`config.mk`:
```
export PLATFORM = sky130hd
export DESIGN_NAME = dhcp_option_field_parser_unit
export DESIGN_NICKNAME = d
export VERILOG_FILES = /design/src/rtl/core/dhcp_ofp_pkg.sv /design/src/rtl/core/dhcp_ofp_walker.sv /design/src/rtl/core/dhcp_option_field_parser_unit.sv
export VERILOG_INCLUDE_DIRS = /design/src /design/src/rtl/core
export SDC_FILE = /design/constraint.sdc
export NUM_CORES = 1
export LEC_CHECK = 0
export BUFFER_PORTS_ARGS = -buffer_cell sky130_fd_sc_hd__buf_2
export CAP_MARGIN = 20
export CORE_ASPECT_RATIO = 1.4
export CORE_UTILIZATION = 58
export CTS_CLUSTER_SIZE = 28
export DETAILED_ROUTE_END_ITERATION = 6
export PLACE_DENSITY = 0.91
export SKIP_LAST_GASP = 1
export SYNTH_ARGS = -nofsm -noshare
export SYNTH_HDL_FRONTEND = slang
export SYNTH_SLANG_ARGS = --single-unit
```
`constraint.sdc`:
```
create_clock -name clk_i -period 5.6 [get_ports clk_i]
set_input_delay 0.28 -clock clk_i [delete_from_list [all_inputs] [get_ports clk_i]]
set_output_delay 0.28 -clock clk_i [all_outputs]
set_load 0.1 [all_outputs]
```
`src/rtl/core/dhcp_option_field_parser_unit_macros.svh`:
```
// Assertion macros used by the DHCP option parser top level.
`ifndef DHCP_OPTION_FIELD_PARSER_UNIT_MACROS_SVH
`define DHCP_OPTION_FIELD_PARSER_UNIT_MACROS_SVH

// Check a property on every rising clock edge, skipped while reset is low.
`define DOFP_ASSERT(lbl, prop) \
  lbl: assert property (@(posedge clk_i) disable iff (!rst_ni) (prop)) \
    else $error("dhcp option parser check failed");

// Check that a condition implies a consequence in the cycle after it.
`define DOFP_ASSERT_NEXT(lbl, cond, conseq) \
  lbl: assert property (@(posedge clk_i) disable iff (!rst_ni) (cond) |=> (conseq)) \
    else $error("dhcp option parser check failed");

`endif

```
`src/rtl/core/dhcp_ofp_pkg.sv`:
```
// Types, option codes and helpers for the DHCP option parser.
`timescale 1ns / 1ps
package dhcp_ofp_pkg;

  localparam logic [7:0] CODE_PAD    = 8'd0;
  localparam logic [7:0] CODE_MASK   = 8'd1;
  localparam logic [7:0] CODE_ROUTER = 8'd3;
  localparam logic [7:0] CODE_DNS    = 8'd6;
  localparam logic [7:0] CODE_TYPE   = 8'd53;
  localparam logic [7:0] CODE_END    = 8'd255;

  // found flag bits
  localparam int unsigned FLG_TYPE   = 0;
  localparam int unsigned FLG_MASK   = 1;
  localparam int unsigned FLG_ROUTER = 2;
  localparam int unsigned FLG_DNS    = 3;

  typedef enum logic [1:0] {
    PH_CODE  = 2'd0,
    PH_LEN   = 2'd1,
    PH_VALUE = 2'd2,
    PH_DONE  = 2'd3
  } phase_e;

  typedef struct packed {
    phase_e      phase;
    logic [7:0]  code;
    logic [7:0]  bytes_left;
    logic [1:0]  pos;
    logic [7:0]  type_value;
    logic [31:0] mask_word;
    logic [31:0] router_word;
    logic [31:0] dns_word;
    logic [3:0]  found;
    logic        finished;
  } walk_state_t;

  // One-hot found flag for the codes that are captured, zero otherwise.
  function automatic logic [3:0] flag_of(input logic [7:0] code);
    logic [3:0] f;
    f = 4'b0000;
    if (code == CODE_TYPE)   f[FLG_TYPE]   = 1'b1;
    if (code == CODE_MASK)   f[FLG_MASK]   = 1'b1;
    if (code == CODE_ROUTER) f[FLG_ROUTER] = 1'b1;
    if (code == CODE_DNS)    f[FLG_DNS]    = 1'b1;
    return f;
  endfunction

endpackage

```
`src/rtl/core/dhcp_ofp_walker.sv`:
```
// Next-state logic of the option walker for one incoming byte.
`timescale 1ns / 1ps
module dhcp_ofp_walker
  import dhcp_ofp_pkg::*;
(
  input  walk_state_t cur_i,
  input  logic [7:0]  byte_i,
  output walk_state_t nxt_o
);

  logic [3:0]  flag;
  logic [31:0] lane;
  logic [7:0]  left_dec;

  assign flag     = flag_of(cur_i.code);
  // place the byte in its lane, first value byte most significant
  assign lane     = {byte_i, 24'h000000} >> {cur_i.pos, 3'b000};
  assign left_dec = cur_i.bytes_left - 8'd1;

  always_comb begin
    nxt_o = cur_i;
    unique case (cur_i.phase)
      PH_CODE: begin
        if (byte_i == CODE_END) begin
          nxt_o.finished = 1'b1;
          nxt_o.phase    = PH_DONE;
        end else if (byte_i != CODE_PAD) begin
          nxt_o.code  = byte_i;
          nxt_o.phase = PH_LEN;
        end
      end
      PH_LEN: begin
        // drop codes of no interest and codes already captured
        if (flag == 4'b0000 || (cur_i.found & flag) != 4'b0000) begin
          nxt_o.code = CODE_PAD;
        end
        nxt_o.bytes_left = byte_i;
        nxt_o.pos        = 2'd0;
        nxt_o.phase      = (byte_i == 8'd0) ? PH_CODE : PH_VALUE;
      end
      PH_VALUE: begin
        if (flag != 4'b0000) begin
          nxt_o.found = cur_i.found | flag;
          if (flag[FLG_TYPE]) begin
            nxt_o.type_value = byte_i;
            nxt_o.code       = CODE_PAD;
          end else begin
            if (flag[FLG_MASK])   nxt_o.mask_word   = cur_i.mask_word | lane;
            if (flag[FLG_ROUTER]) nxt_o.router_word = cur_i.router_word | lane;
            if (flag[FLG_DNS])    nxt_o.dns_word    = cur_i.dns_word | lane;
            if (cur_i.pos == 2'd3) nxt_o.code = CODE_PAD;
            else                   nxt_o.pos  = cur_i.pos + 2'd1;
          end
        end
        nxt_o.bytes_left = left_dec;
        if (left_dec == 8'd0) nxt_o.phase = PH_CODE;
      end
      PH_DONE: begin
        // ignore everything after the end option
      end
      default: begin
        nxt_o = cur_i;
      end
    endcase
  end

endmodule

```
`src/rtl/core/dhcp_option_field_parser_unit.sv`:
```
// Top level of the DHCP option parser: walk state, result register, handshakes.
//
//   channel | direction | handshake             | payload
//   --------+-----------+-----------------------+-------------------------------------
//   in      | sink      | in_valid_i/in_ready_o | option_byte_i, last_byte_i
//   out     | source    | out_valid_o/out_ready_i | message_type_o .. truncated_o
//
// One byte per cycle while in_ready_o is high; each byte updates the walk state in the cycle it is taken.
// The result of a message is registered on the edge that takes its last byte and
// shows in the cycle after. The walk state returns to its reset value on that edge.
// Reset clears the walk state and the result valid flag.
// Bytes keep flowing while a result waits; only a last byte stalls, until the
// waiting result is taken (or is taken in the same cycle).
`timescale 1ns / 1ps
`include "dhcp_option_field_parser_unit_macros.svh"
module dhcp_option_field_parser_unit
  import dhcp_ofp_pkg::*;
(
  input  logic        clk_i,
  input  logic        rst_ni,
  input  logic        in_valid_i,
  output logic        in_ready_o,
  input  logic [7:0]  option_byte_i,
  input  logic        last_byte_i,
  output logic        out_valid_o,
  input  logic        out_ready_i,
  output logic [7:0]  message_type_o,
  output logic        type_found_o,
  output logic [31:0] subnet_mask_o,
  output logic        mask_found_o,
  output logic [31:0] router_address_o,
  output logic        router_found_o,
  output logic [31:0] dns_address_o,
  output logic        dns_found_o,
  output logic        end_seen_o,
  output logic        truncated_o
);

  walk_state_t state_q, state_d;
  logic        in_xfer;
  logic        done_xfer;
  logic        out_valid_q, out_valid_d;
  logic        walk_done;

  logic [7:0]  type_q;
  logic [31:0] mask_q, router_q, dns_q;
  logic [3:0]  found_q;
  logic        end_q, trunc_q;

  dhcp_ofp_walker u_walker (
    .cur_i  (state_q),
    .byte_i (option_byte_i),
    .nxt_o  (state_d)
  );

  assign in_ready_o = !out_valid_q || out_ready_i || !last_byte_i;
  assign in_xfer    = in_valid_i && in_ready_o;
  assign done_xfer  = in_xfer && last_byte_i;
  assign walk_done  = (state_q.phase == PH_DONE);

  always_comb begin
    out_valid_d = out_valid_q;
    if (done_xfer)        out_valid_d = 1'b1;
    else if (out_ready_i) out_valid_d = 1'b0;
  end

  always_ff @(posedge clk_i or negedge rst_ni) begin
    if (!rst_ni) begin
      state_q     <= '0;
      out_valid_q <= 1'b0;
    end else begin
      out_valid_q <= out_valid_d;
      if (in_xfer) begin
        // clear the walk once the message is complete
        state_q <= last_byte_i ? '0 : state_d;
      end
    end
  end

  always_ff @(posedge clk_i) begin
    if (done_xfer) begin
      type_q   <= state_d.found[FLG_TYPE] ? state_d.type_value : 8'd0;
      mask_q   <= state_d.mask_word;
      router_q <= state_d.router_word;
      dns_q    <= state_d.dns_word;
      found_q  <= state_d.found;
      end_q    <= state_d.finished;
      trunc_q  <= !state_d.finished && (state_d.phase != PH_CODE);
    end
  end

  assign out_valid_o      = out_valid_q;
  assign message_type_o   = type_q;
  assign type_found_o     = found_q[FLG_TYPE];
  assign subnet_mask_o    = mask_q;
  assign mask_found_o     = found_q[FLG_MASK];
  assign router_address_o = router_q;
  assign router_found_o   = found_q[FLG_ROUTER];
  assign dns_address_o    = dns_q;
  assign dns_found_o      = found_q[FLG_DNS];
  assign end_seen_o       = end_q;
  assign truncated_o      = trunc_q;

  `DOFP_ASSERT_NEXT(a_last_gives_result, done_xfer, out_valid_q)
  `DOFP_ASSERT_NEXT(a_last_clears_walk, done_xfer, state_q == '0)
  `DOFP_ASSERT(a_mask_zero_until_found, !state_q.found[FLG_MASK] |-> state_q.mask_word == 32'd0)
  `DOFP_ASSERT_NEXT(a_done_sticks, walk_done && !done_xfer, walk_done && state_q.finished)
  `DOFP_ASSERT(a_done_means_end, state_q.finished == walk_done)

endmodule

```
### Yosys cells after proc, flatten, opt, wreduce, memory -nomap -nowiden

Cells that the tools add are included.

| word-level totals | value |
|---|---|
| register bits after elaboration | 240 |
| latch bits | 0 |
| bits in writable memories | 0 |
| memory bits (read-only) | 0 |
| bits of input ports | 13 |
| output and inout port bits | 112 |
| logic and storage cells | 93 |
| memories kept | 0 |

| cells by class | value |
|---|---|
| add/subtract/negate cells | 2 |
| $mul | 0 |
| divide/modulo/power cells | 0 |
| magnitude comparators | 0 |
| equal/unequal tests | 15 |
| shift operators | 1 |
| multiplexer cells | 29 |
| bitwise gates (word level) | 5 |
| reductions and logical operators | 23 |

Operators with widths:

| operator | count |
|---|---|
| 129-bit 2-to-1 mux | 1 |
| 110-bit 2-to-1 mux | 1 |
| 108-bit 2-to-1 mux | 1 |
| 32-bit 2-to-1 mux | 3 |
| 96-bit 2-to-1 mux | 1 |
| 32-bit OR | 3 |
| 8-bit 2-to-1 mux | 6 |
| 32-bit by 5-bit right shift with 32-bit output | 1 |
| 10-bit case mux with 3 select lines | 1 |
| 10-bit case mux with 2 select lines | 1 |
| 8-bit logical NOT | 2 |
| 4-bit nonzero test | 3 |
| 10-bit 2-to-1 mux | 1 |
| 2-bit 2-to-1 mux | 5 |
| 3-bit by 2-bit inequality test with 1-bit output, second input constant | 3 |
| 3-bit inequality test, second input constant | 3 |
| 8-bit by 1-bit == test with 1-bit output, second input constant | 1 |
| 8-bit by 2-bit == test with 1-bit output, second input constant | 1 |
| 8-bit by 3-bit == test with 1-bit output, second input constant | 1 |
| 8-bit by 6-bit == test with 1-bit output, second input constant | 1 |
| 8-bit == test, second input constant | 1 |
| 1-bit 2-to-1 mux | 8 |
| 8-bit nonzero test | 1 |
| 8-bit by 1-bit subtractor with 8-bit output, second input constant | 1 |
| 16 further kinds | 24 |

### Logic depth before layout (Yosys ltp)

Gate-level depths: netlist of run 1.

| logic depth | value |
|---|---|
| depth after elaboration | 9 |
| mapped depth | 9 |
| mapped depth without buffers | 7 |

### Hierarchy

Synthesis of run 1 repeated with hierarchy kept, for this count alone.

| second synthesis, totals | value |
|---|---|
| cells, all modules | 1,137 |
| area, all modules | 12,797.3 um2 |

By module, submodules not included:

| module | times used | cells an instance | area each (um2) | seq. area each (um2) |
|---|---|---|---|---|
| dhcp_option_field_parser_unit | 1 | 855 | 10,754.1 | 6,556.3 |
| dhcp_ofp_walker | 1 | 282 | 2,043.2 | 0.0 |

### Worst setup path after synthesis of run 1

No wires, ideal clock.

| path | value |
|---|---|
| kind | flip-flop to flip-flop |
| start | register out_valid_q (netlist: out_valid_o) |
| end | register dns_q[0] (netlist: dns_address_o[0]), enable pin |
| library setup time | 0.518 ns |
| arrival | 5.643 ns |
| required time | 5.082 ns |
| slack | -0.560 ns |
| stages on the path, launching flop included | 7 |
| buffers on the path | 2 |
| clock period less this slack | 6.160 ns |
| cell sequence | dfrtp_1 -> nand3b_1 -> and2_1 -> clkbuf_1 -> nand2_1 -> inv_2 -> clkbuf_1 |

| between the ends | value |
|---|---|
| longest elaborated chain between the ends | 5 |

RTL lines:

| what | line | source |
|---|---|---|
| from (decl) | dhcp_option_field_parser_unit.sv:42 | `logic out_valid_q, out_valid_d;` |
| from (signal assigned) | dhcp_option_field_parser_unit.sv:72 | `out_valid_q <= out_valid_d;` |
| 1-bit logical NOT | dhcp_option_field_parser_unit.sv:56 | `assign in_ready_o = !out_valid_q \|\| out_ready_i \|\| !last_byte_i;` |
| 1-bit logical OR (2 in series) | dhcp_option_field_parser_unit.sv:56 |  |
| net in_ready_o | dhcp_option_field_parser_unit.sv:22 | `output logic in_ready_o,` |
| 1-bit logical AND | dhcp_option_field_parser_unit.sv:57 | `assign in_xfer = in_valid_i && in_ready_o;` |
| 1-bit logical AND | dhcp_option_field_parser_unit.sv:58 | `assign done_xfer = in_xfer && last_byte_i;` |
| net done_xfer | dhcp_option_field_parser_unit.sv:41 | `logic done_xfer;` |
| to (signal assigned) | dhcp_option_field_parser_unit.sv:85 | `dns_q <= state_d.dns_word;` |
| to (decl) | dhcp_option_field_parser_unit.sv:46 | `logic [31:0] mask_q, router_q, dns_q;` |

The timed path passes the listed nets, and every way through them passes these cells.
A chain may end at the register's enable or synchronous reset.

### Worst setup path after layout of run 1

| path | value |
|---|---|
| start | register state_q[127] in the netlist's numbering |
| end | register state_q[106] in the netlist's numbering |

| between the ends | value |
|---|---|
| longest elaborated chain between the ends | 3 |

RTL lines:

| what | line | source |
|---|---|---|
| from (decl) | dhcp_option_field_parser_unit.sv:39 | `walk_state_t state_q, state_d;` |
| from (signal assigned) | dhcp_option_field_parser_unit.sv:75 | `state_q <= last_byte_i ? '0 : state_d;` |
| 2-bit == test | dhcp_ofp_walker.sv:22 | `unique case (cur_i.phase)` |
| 108-bit 2-to-1 mux | dhcp_ofp_walker.sv:22 |  |
| 129-bit 2-to-1 mux | dhcp_option_field_parser_unit.sv:75 |  |

Every way passes these cells.

==> flow_summary.ini, run 1 <==
[run_status]
run_status = complete, but fails checks
violations = DRC

[finish]
stdcell_area_um2 = 11360
multi_input_area_um2 = 2940
final_nets = 937
diodes = 0
regArea_um2 = 6556
nFillCells = 1114
area_growth_syn_to_layout_pct = 15.54
drive_gt1_share_pct = 22.42

[run]
max_cap_violations = 0

[sta]
max_freq_ghz = 0.2972
min_period_ns = 3.365
relSlewSlack_pct = 27.11
rsz0062_at_grt = false
worst_pin_slew_ns = 1.085
slew_viol_final = 0
fin_crit_sh_pct = 60.09
setup_total_negative_slack_ns = 0
hold_viol_final = 0
finalSetupViolCount = 0
finClkSkew_ns = 0.01248

[global_routing]
antenna_found_initial = 0
grt_usage_pct = 27.84
first_global_vias = 7155
grt_busiest_layer = met2
grt_max_degree = 118
use_met2_pct = 46.20
met1_usage_pct = 35.51
grtUsageMet3_pct = 4.312
gr-total-overflow = 0
grt_first_pass_wirelength_mm = 37.79

[critical_path]
crit_path_end_kind = register
r2r_start = state_q[127]
r2r_slack_ns = 2.24
critPathLaunchType = register
reg2reg_to = state_q[106]
r2r_cells = 5
cp.arrival_ns = 3.81
required_ns = 6.04
crit_type = reg2reg
crit_fanout = 26

[power_and_ir_drop]
vdd_drop_max_mv = 0.2469
cellPowerDensity_nw_per_um2 = 395.4
power.leakage_nw = 5.250

[synth]
syn_avg_cell_area_um2 = 12.08
syn-cell-area_um2 = 9833
synth_cells = 814
synth_seq_cells = 240
yosysSeqAreaShare_pct = 66.68
synth_edf_count = 110
syn_nets = 834
ys_warn_count = 0
synthArstFlopShare_pct = 54.17
ys_types = 56
synth-main-ff-cell = dfrtp_1

[clock_network]
cts_made_buffers = 21
insertion_delay_ns = 0.51
clk_pin_slew_ns = 0.07
cts-resized-gates = 0
cts.path.max_buffers = 3
tritoncts = yes
htreeDepth = 1
cts_root_buf = clkbuf_16
clkSinkCount = 240

[die]
coreArea_um2 = 16680
die_area_um2 = 17490
start_util_pct = 58.97
die_x_um = 112.0
io_pins = 125
die_h_um = 156.1
num_rows = 56

[drt]
drtIter0Drc = 615
drc = 12
num_vias = 7262
antenna_left = 0
routed_wl_mm = 23.84
wire_per_inst_um = 21.00
dr.pass1.iters = 7
via_per_inst = 6.398

[placement]
hpwl_mm = 14.44
gp_congestion = 0.8911
place_area_um2 = 10570
io_buffers = 124

[min_path]
holdPathEnd = state_q[108]
hold_path_class = in2reg
hold_depth = 2
min_from = last_byte_i
## cells by family after synthesis
logic type	count (synthesis)	share of synthesized area, %
compound gates	265	18.39
flops	240	66.68
simple gates	202	9.162
buf+inv	85	3.423
mux	10	1.018
fa+ha+maj	7	0.8907
xor+xnor	5	0.4454
## critical path, stage by stage, from the launching register on
cell and delay, ns:
dfrtp_1 0.42, inv_1 0.12, ha_1 0.74, nand4_1 0.88
nor3_1 0.87, a22o_1 0.26
## power by group
group | switching, mW | leakage, nW | internal (mW) | total [mW]
clock network | 0.645 | 0.361 | 0.935 | 1.58
logic | 0.634 | 2.02 | 0.242 | 0.876
registers | 0.0980 | 2.87 | 1.94 | 2.04
## synthesized netlist by cell type (all sizes together), types with 2 or more instances
| cell type | instances | area share [%] |
|---|---|---|
| xnor2 | 3 | 0.27 |
| a21o | 35 | 2.7 |
| o211a | 3 | 0.31 |
| nand3 | 11 | 0.56 |
| nor2 | 117 | 4.5 |
| o311a | 2 | 0.20 |
| dfrtp | 130 | 33 |
| or4b | 2 | 0.20 |
| o2111ai | 6 | 0.53 |
| a21oi | 104 | 5.3 |
| inv | 31 | 1.2 |
| and2 | 2 | 0.13 |
| nor3 | 19 | 1.1 |
| nand2b | 2 | 0.13 |
| mux2i | 10 | 1.0 |
| a211oi | 2 | 0.15 |
| ha | 7 | 0.89 |
| xor2 | 2 | 0.18 |
| clkbuf | 40 | 1.5 |
| a22o | 14 | 1.2 |
| buf | 14 | 0.70 |
| a31o | 35 | 3.1 |
| o21bai | 34 | 2.6 |
| o22ai | 3 | 0.19 |
| nor2b | 3 | 0.19 |
| nand4 | 5 | 0.32 |
| edfxtp | 110 | 34 |
| a22oi | 2 | 0.15 |
| nor4 | 4 | 0.25 |
| or4 | 2 | 0.15 |
| nand2 | 27 | 1.0 |
| o21ai | 14 | 0.71 |
## registers in the layout, indices dropped and copies added (netlist names)
signal	count
state_q	129
end_seen_o	1
dns_address_o	32
message_type_o	8
router_address_o	32
found_q	4
truncated_o	1
out_valid_o	1
subnet_mask_o	32
## layer usage
layer  wire, µm  up-vias  share of wire, %
li1           -     3159                 -
met1       8970     3584                38
met2      11830      425                50
met3       1855       94               7.8
met4       1187        0               5.0
met5          0        -                 0
## how the worst max path moves through the flow
| stage | startpoint | to | slack [ns] | cells past startpoint |
|---|---|---|---|---|
| floorplan | out_valid_o | dns_address_o[0] | 1.02 | 6 |
| global placement | state_q[127] | state_q[63] | 2.32 | 6 |
| detailed placement | state_q[127] | state_q[11] | 2.35 | 6 |
| CTS | state_q[127] | state_q[44] | 2.21 | 6 |
| global route | state_q[127] | state_q[101] | 1.94 | 5 |
| finish | state_q[127] | state_q[106] | 2.24 | 5 |
## area by class of cell
class | count | share of cell area (%)
Clock buffer | 22 | 4.747
Multi-Input combinational cell | 489 | 25.88
Inverter | 31 | 1.068
Tap cell | 203 | 2.236
Clock inverter | 16 | 1.905
Timing Repair Buffer | 134 | 6.454
Sequential cell | 240 | 57.71
## layout by cell type (no fill, tap or decap), drive strengths merged, types with 19 or more instances in the layout
master,synthesis,routed
nor3,19,19
nand2,27,27
a21oi,104,104
nor2,117,117
dfrtp,130,130
o21bai,34,34
clkbuf,40,22
a31o,35,35
inv,31,32
edfxtp,110,110
buf,14,132
a21o,35,35
## metrics by stage
stage | total power, mW | cells | setup WS, ns | utilization (%) | hold WS [ns]
2_1_floorplan | 2.740 | 814 | 1.024 | - | -0.01559
3_3_place_gp | 2.894 | 1090 | 2.324 | 63.15 | 0.4201
3_5_place_dp | 2.924 | 1092 | 2.351 | 63.36 | 0.4260
4_1_cts | 4.486 | 1132 | 2.209 | 68.01 | 0.1320
5_1_grt | 4.646 | 1135 | 1.936 | 68.13 | 0.1722
6_report | 4.492 | 1135 | 2.235 | 68.13 | 0.1384
## repair_timing
item / in CTS / in global routing
hold buffers: 2 / 0
endpoints found under the hold margin: 64 / 0
setup buffers: 0 / 0
endpoints found under the setup margin: 0 / 0
No activity file was read; power rests on OpenSTA's default activity.
==> run 2, diff against run 1 <==
clock period = 3.11 ns   (was 5.6 ns; I/O delays follow)
==> run 2 against run 1 <==
The run still ends with DRC left. Via count rose by 1.1%. Highest routed layer unchanged. Final area rose by 1.5%. First-iteration DRC count rose by 17%. Sequential share of layout area fell by 0.83 points. Global-route usage rose by 0.63 points.
==> flow_summary.ini, run 2 (synthesized netlist as in run 1, its figures left out) <==
[run_status]
run_status = complete, but fails checks
violations = DRC

[power_and_ir_drop]
power.leakage_nw = 5.364
cellPowerDensity_nw_per_um2 = 705.1
vdd_drop_max_mv = 0.3650

[die]
die_h_um = 156.1
io_pins = 125
die_x_um = 112.0
start_util_pct = 58.97
die_area_um2 = 17490
coreArea_um2 = 16680
num_rows = 56

[sta]
slew_viol_final = 0
finClkSkew_ns = 0.01067
fin_crit_sh_pct = 86.11
worst_pin_slew_ns = 1.099
min_period_ns = 2.678
max_freq_ghz = 0.3734
layout_setup_ws_ns = 0.4320
rsz0062_at_grt = false
hold_viol_final = 0
setup_total_negative_slack_ns = 0
finalSetupViolCount = 0
relSlewSlack_pct = 26.14

[critical_path]
worst-path-buf-inv = 2
crit_type = reg2reg
crit_fanout = 9
required_ns = 3.54
critPathLaunchType = register
crit_path_end_kind = register
slowest_delay_ns = 0.79
crit_slowest_cell = nor3_1
cp.arrival_ns = 3.10
critPathTopFamily = simple AND/OR/NAND/NOR gates
cp_cell_sequence = inv_1 -> ha_1 -> o2111ai_1 -> buf_4 -> nor3_1 -> a21oi_1 -> nor2_1

[drt]
dr.pass1.iters = 7
via_per_inst = 6.358
routed_wl_mm = 24.58
antenna_left = 0
drc = 11
wire_per_inst_um = 21.28
num_vias = 7344
drtIter0Drc = 722

[clock_network]
clkSinkCount = 240
cts_root_buf = clkbuf_16
insertion_delay_ns = 0.50
cts.path.max_buffers = 3
tritoncts = yes
cts_made_buffers = 21
clk_pin_slew_ns = 0.07
htreeDepth = 1

[finish]
layout_commonest_cell = dfrtp_1
final_cell_mix = dfrtp_1, buf_2, nor2_1
diodes = 0
largest_reg_flops = 129
postLayoutCoreUtil_pct = 69.16
nFillCells = 1121
regMostFlops = state_q
final_nets = 958
drive_gt1_share_pct = 23.63
area_growth_syn_to_layout_pct = 17.29

[global_routing]
first_global_vias = 7192
grt_first_pass_wirelength_mm = 38.43
gr-total-overflow = 0
grt_usage_pct = 28.47
antenna_found_initial = 1
grt_max_degree = 83

[placement]
io_buffers = 124
hpwl_mm = 14.93
gp_congestion = 0.9219
pre_cts_ws_ns = 0.5558

[run]
max_cap_violations = 0

[min_path]
hold_path_class = in2reg
## run 2: cell count changes in the layout (fill, tap and decap cells not counted), sizes merged
cell	delta
dlygate4sd3	+1
buf	+20
clkbuf	+8
clkinv	-4
clkinvlp	-3
bufinv	-2
## run 2: layout make-up
type                            instances  area, µm²  share of cell area (%)
Sequential cell                       240       6560                   56.88
Timing Repair Buffer                  155      900.9                   7.811
Tap cell                              203      254.0                   2.202
Multi-Input combinational cell        489       2940                   25.49
Clock inverter                          7      112.6                  0.9763
Inverter                               31      121.4                   1.052
Clock buffer                           30      644.4                   5.587
## run 2: per-stage QoR
stage | instances | hold slack [ns] | instance area [µm²] | power, mW
finish | 1155 | 0.02479 | 11530 | 8.132
global route | 1155 | 0.06192 | 11530 | 8.401
CTS | 1155 | 0.01600 | 11530 | 8.123
detailed placement | 1115 | 0.2209 | 10750 | 5.293
global placement | 1115 | 0.2180 | 10750 | 5.249
floorplan | 814 | -0.1401 | 9858 | 4.933
## run 2: worst paths after layout
path | startpoint | to | slack [ns] | depth (start not counted)
worst min register to register | state_q[52] | state_q[52] | 0.50 | 2
min in group asynchronous | rst_ni | state_q[65] | 0.23 | 2
worst min-delay path | in_valid_i | state_q[127] | 0.02 | 3
worst max-delay path | state_q[127] | state_q[47] | 0.43 | 7
max in group asynchronous | rst_ni | out_valid_o | 1.97 | 3
worst max register to register | state_q[127] | state_q[47] | 0.43 | 7
## run 2: per-layer routing
layer  GRT usage (%)  vias to the layer above  share of wire, %
li1                -                     3200                 -
met1           36.90                     3620                37
met2           46.52                      429                50
met3           4.856                       95               8.3
met4           14.73                        0               4.7
met5               0                        -                 0
## run 2: repair_timing
action | CTS | global route
endpoints found under the setup margin | 0 | 0
gates resized for setup | 0 | 0
hold endpoints to repair | 50 | 0
hold buffers | 3 | 0
buffers inserted | 0 | 0
## run 2: worst register-to-register path, cell delays in order, from the launching register on
cell       delay, ns
dfrtp_1         0.42
inv_1           0.12
ha_1            0.30
o2111ai_1       0.34
buf_4           0.30
nor3_1          0.79
a21oi_1         0.20
nor2_1          0.15
## run 2: power by group
| group | total, mW | leakage [nW] | internal [mW] | switching [mW] |
|---|---|---|---|---|
| clock network | 2.85 | 0.366 | 1.70 | 1.15 |
| logic | 1.62 | 2.13 | 0.457 | 1.16 |
| registers | 3.66 | 2.86 | 3.49 | 0.173 |
